<file path="src/sv/sac_pkg.sv">
// Shared types and constants for the set-associative LRU tag cache.
// Used by every module of the block; depends on nothing else.
`default_nettype none

package sac_pkg;

  localparam int MaxSetBits = 6;
  localparam int MaxWays    = 8;
  localparam int SetCount   = 1 << MaxSetBits;
  localparam int SetW       = MaxSetBits;
  localparam int WayW       = $clog2(MaxWays);
  localparam int RankW      = $clog2(MaxWays);
  localparam int TagW       = 64;
  localparam int TotalW     = 32;
  localparam int PaddrW     = 4;

  localparam logic [RankW-1:0] RankMax = RankW'(MaxWays - 1);

  typedef enum logic [1:0] {
    ActLoad   = 2'd0,
    ActStore  = 2'd1,
    ActModify = 2'd2,
    ActNone   = 2'd3
  } action_e;

  typedef enum logic [1:0] {
    RegSetBits = 2'd0,
    RegWays    = 2'd1,
    RegOffset  = 2'd2
  } reg_idx_e;

  typedef struct packed {
    logic [1:0]  action;
    logic [63:0] address;
  } sac_in_t;

  typedef struct packed {
    logic              hit;
    logic              evicted;
    logic              last;
    logic [TotalW-1:0] hit_total;
    logic [TotalW-1:0] miss_total;
    logic [TotalW-1:0] eviction_total;
  } sac_out_t;

  typedef struct packed {
    logic             valid;
    logic [RankW-1:0] rank;
    logic [TagW-1:0]  tag;
  } way_t;

  typedef way_t [MaxWays-1:0] row_t;

  typedef struct packed {
    logic            found;
    logic [WayW-1:0] hit_way;
    logic            empty;
    logic [WayW-1:0] empty_way;
    logic [WayW-1:0] victim_way;
  } scan_res_t;

endpackage

`default_nettype wire

</file>
<file path="src/sv/sac_way_scan.sv">
// Shared way scanner: one tag compare and one rank compare per cycle.
// Depends on sac_pkg; collects hit, first free way and LRU victim of a set.
`default_nettype none

module sac_way_scan
  import sac_pkg::*;
(
  input  wire logic            clk_i,
  input  wire logic            step_i,
  input  wire logic [WayW-1:0] way_idx_i,
  input  wire way_t            way_i,
  input  wire logic [TagW-1:0] tag_i,
  output scan_res_t            res_o
);

  scan_res_t        res_q, res_d;
  logic [RankW-1:0] best_q, best_d;
  logic             first;
  logic             match;

  assign first = (way_idx_i == '0);
  assign match = way_i.valid && (way_i.tag == tag_i);

  always_comb begin
    res_d  = res_q;
    best_d = best_q;
    if (first) begin
      res_d.found = 1'b0;
      res_d.empty = 1'b0;
    end
    if (match && (first || !res_q.found)) begin
      res_d.found   = 1'b1;
      res_d.hit_way = way_idx_i;
    end
    if (!way_i.valid && (first || !res_q.empty)) begin
      res_d.empty     = 1'b1;
      res_d.empty_way = way_idx_i;
    end
    if (first || (way_i.rank > best_q)) begin
      best_d           = way_i.rank;
      res_d.victim_way = way_idx_i;
    end
  end

  always_ff @(posedge clk_i) begin
    if (step_i) begin
      res_q  <= res_d;
      best_q <= best_d;
    end
  end

  assign res_o = res_q;

endmodule

`default_nettype wire

</file>
<file path="config.mk">
export PLATFORM = sky130hd
export DESIGN_NAME = sac_way_scan
export DESIGN_NICKNAME = d
export VERILOG_FILES = /design/src/sv/sac_pkg.sv /design/src/sv/sac_way_scan.sv
export SDC_FILE = /design/constraint.sdc
export NUM_CORES = 1
export LEC_CHECK = 0
export ABC_AREA = 1
export BUFFER_PORTS_ARGS = -buffer_cell sky130_fd_sc_hd__clkbuf_2
export CAP_MARGIN = 5
export CORE_UTILIZATION = 45
export DETAILED_ROUTE_END_ITERATION = 10
export MAX_ROUTING_LAYER = met4
export PLACE_DENSITY_LB_ADDON = 0.05
export SETUP_SLACK_MARGIN = 0.05
export SLEW_MARGIN = 5
export SYNTH_ARGS = -nofsm -noshare
export SYNTH_HDL_FRONTEND = slang
export SYNTH_SLANG_ARGS = --single-unit
</file>
<file path="constraint.sdc">
create_clock -name clk_i -period 2.3 [get_ports clk_i]
set_input_delay 0.46 -clock clk_i [delete_from_list [all_inputs] [get_ports clk_i]]
set_output_delay 0.46 -clock clk_i [all_outputs]
set_load 0.02 [all_outputs]
</file>
* Word-level counts from Yosys, hierarchy flattened
Index checks and enable logic that the tools add are counted.
Storage, ports and cells: register bits 14, latch bits 0, RAM bits 0, ROM bits 0, input bits 137, output and inout port bits 11, word-level logic and storage cells 26, memories kept 0
Operators by class: add/subtract/negate cells 0, $mul 0, divide/modulo/power cells 0, $lt $le $gt $ge 1, equality and inequality tests 1, shift operators 0, multiplexer cells 1, bitwise gates (word level) 0, reduce and logical (&&, ||, !) cells 17
Operators by type and width (number):
- 64-bit == test | 1
- 2-bit AND reduction | 5
- 2-bit nonzero test | 2
- 3-bit > comparator | 1
- 1-bit logical AND | 3
- 1-bit logical NOT | 3
- 3-bit logical NOT | 1
- 1-bit logical OR | 3
- 1-bit two-way mux | 1

* Longest topological paths before layout
word-level depth 5, gate-level depth with buffers 10, mapped depth without buffers 10

* Worst setup path after synthesis
No wires, ideal clock.
path kind input -> register, from in tag_i[62], to reg res_q, in the netlist res_o[7], enable pin, setup time 0.307 ns, data arrival time 1.208 ns, data required time 1.993 ns, path slack 0.785 ns, cell stages on the path 7, buffers on the path 0, path through xnor2_1 inv_1 nor3_1 nand2_1 nor2_1 nand3_2 nor2_2
On the way: word-level cells in the longest chain between the ends 4
Ends and longest elaborated chain:
- start, declared | RTL line sac_way_scan.sv:12 | input wire logic [TagW-1:0] tag_i,
- 64-bit == test | RTL line sac_way_scan.sv:22 | assign match = way_i.valid && (way_i.tag == tag_i);
- 1-bit logical AND | RTL line sac_way_scan.sv:22
- 1-bit logical AND | RTL line sac_way_scan.sv:31 | if (match && (first || !res_q.found)) begin
- 2-bit AND reduction (no source line)
- end signal, assigned | RTL line sac_way_scan.sv:47 | res_q <= res_d;
- end, declared | RTL line sac_way_scan.sv:16 | scan_res_t res_q, res_d;
Every way passes these cells. A chain may end at the register's enable or synchronous reset.

* Final worst setup path
from in tag_i[62], to reg res_q, in the netlist res_o[8], enable pin
Same word-level chain as after synthesis.

==> out/metrics.cfg <==
[route]
routedWlPerCell_um = 10.6
drtIter0Drc = 120
firstDrtPassIters = 4
drt-vias-per-instance = 4.52
ant_nets = 0
drcViolationCount = 0
drt-total-wl_um = 6980
vias = 2984

[critical_path]
critPathLaunch = tag_i[62]
end_kind = register
reg2reg_from = best_q[2]
arrival_ns = 1.59
required_ns = 2.24
critical_path_class = in -> reg
worstSetupStartpointType = input pin
crit_fanout = 3

[clock_tree]
cts_root_buf = clkbuf_8
cts.hold.buffers_added = 0
ctsLongestPathBuffers = 2
cts_resized = 0
worstSkewPairLatency_ns = 0.25
cts_tree = done
clk_pin_slew_ns = 0.06
cts.sinks = 14
cts_buffers = 3
cts_max_level = 1
postCtsSetupBuffers = 0

[sta]
slew_headroom = 0.791
fin_crit_ns = 1.64
grt_setup_unrepaired = false
fin_skew_ns = 0.00200
finalSetupTns_ns = 0
setup_slack_ns = 0.657
max_freq_mhz = 609
drv_slew = 0
tightest_slew_ns = 0.311
hold_violations = 0
setup_viol_count_final = 0
period_share = 0.714

[die]
design.core.area_um2 = 4750
dieHeight_um = 72.4
initial_core_util = 0.469
rows = 25
chipWidth_um = 72.4
die-area_um2 = 5240
io_pins = 148

[synthesis]
yosysUniqueCellTypes = 21
synth-seq-cells = 14
syn_avg_cell_area_um2 = 5.04
ys_top_cells_by_area = nand2_1 31%, edfxtp_1 19%, inv_1 17%
synth_top_area_frac = 0.307
ys_warn_count = 0
synth_area_um2 = 2230
ys_seq_area_frac = 0.189
synth_top_cell_by_area = nand2_1
synth_nets = 582
syn_inst = 442

[placement]
dpl.hpwl_um = 6430
finalWeightedCongestion = 0.939
place_ws_ns = 0.382
io_buffers = 147

[cells_and_area]
area_growth_syn_to_layout_pct = 38.8
diodes = 0
layout_commonest_cell = nand2_1
final_cell_mix = 182 x nand2_1, 147 x clkbuf_2, 100 x inv_1
drive_above_1_share = 0.265
num-nets-final = 734
fillers = 510

[hold_path]
hold_path_class = in -> reg
min_from = way_i[64]

[pwr]
power.density_cell_area_nw_per_um2 = 306
leakage_uw = 0.00209
vdd_ir_drop_max_v = 0.000200

[outcome]
status = completed

[run]
drv_cap = 0

[grt]
grt_pass1_vias = 2763
antenna_found_initial = 0
track_usage = 0.282
grt_pass1_wl_um = 11200
grt-ovfl-total = 0
grt_start_max_net_pins = 9

[power by group]
group | switching, uW | internal [uW]
logic | 246 | 194
registers | 3.79 | 296
clock network | 88.1 | 118
[critical path: stages]
cell	delay (ns)
clkbuf_2	0.09
xnor2_1	0.22
inv_1	0.06
nor3_1	0.22
nand2_1	0.12
nor2_1	0.13
nand3_2	0.11
nor2_2	0.18
[logic make-up (layout without fill, tap and decap cells)]
logic type	count (synthesis)	count (layout)	synth area share
simple gates	295	295	0.529
xor+xnor	17	17	0.0668
flops	14	14	0.189
fa+ha+maj	3	3	0.0168
buf+inv	100	251	0.168
compound gates	13	13	0.0303
[layout make-up]
cell class	count	area, um^2	share of cell area
Multi-Input combinational cell	328	1430	0.463
Timing Repair Buffer	147	736	0.238
Sequential cell	14	420	0.136
Inverter	100	375	0.121
Tap cell	67	83.8	0.0271
Clock buffer	3	41.3	0.0133
Clock inverter	1	3.75	0.00121
[routing by layer]
metal | share of wire | up-vias | global-route usage | wire length [um]
met5 | 0 | - | - | 0
met4 | 0.016 | 0 | 0.0784 | 111
met3 | 0.058 | 11 | 0.0125 | 405
met2 | 0.51 | 111 | 0.530 | 3570
met1 | 0.41 | 1259 | 0.323 | 2900
li1 | - | 1603 | - | -
[synthesized netlist by cell type]
library cell and instances:
or2_1 1, edfxtp_1 14, nand3_1 11, xor2_1 5, a21oi_1 2, inv_1 100, nor3_1 3, o21a_1 1
nand3b_1 2, o21ai_1 2, and3_1 1, nand4_1 7, xnor2_1 12, o21ai_0 8, or2_2 4, nand2_1 182
nor2_1 80, nand3_2 1, ha_1 3, nor2_2 2, and2_1 1
[worst paths after layout]
kind,endpoint,slack [ns],cells after the start
max,res_o[8],0.66,8
min,best_q[0],0.40,1
max reg2reg,best_q[2],0.78,6
min reg2reg,res_o[6],0.64,1
[flip-flops by register name, indices dropped and copies added, names as in the netlist]
| name | flops |
|---|---|
| res_o | 11 |
| best_q | 3 |
[stage by stage]
stage | utilization | instance area, um^2 | std cells | total power [uW] | hold WS [ns]
global route | 0.651 | 3090 | 660 | 1010 | 0.412
floorplan | - | 2230 | 442 | 536 | 0.559
detailed placement | 0.641 | 3050 | 656 | 744 | 0.625
CTS | 0.651 | 3090 | 660 | 945 | 0.406
global placement | 0.641 | 3050 | 656 | 731 | 0.592
finish | 0.651 | 3090 | 660 | 946 | 0.404
(Power assumes the default switching activity.)
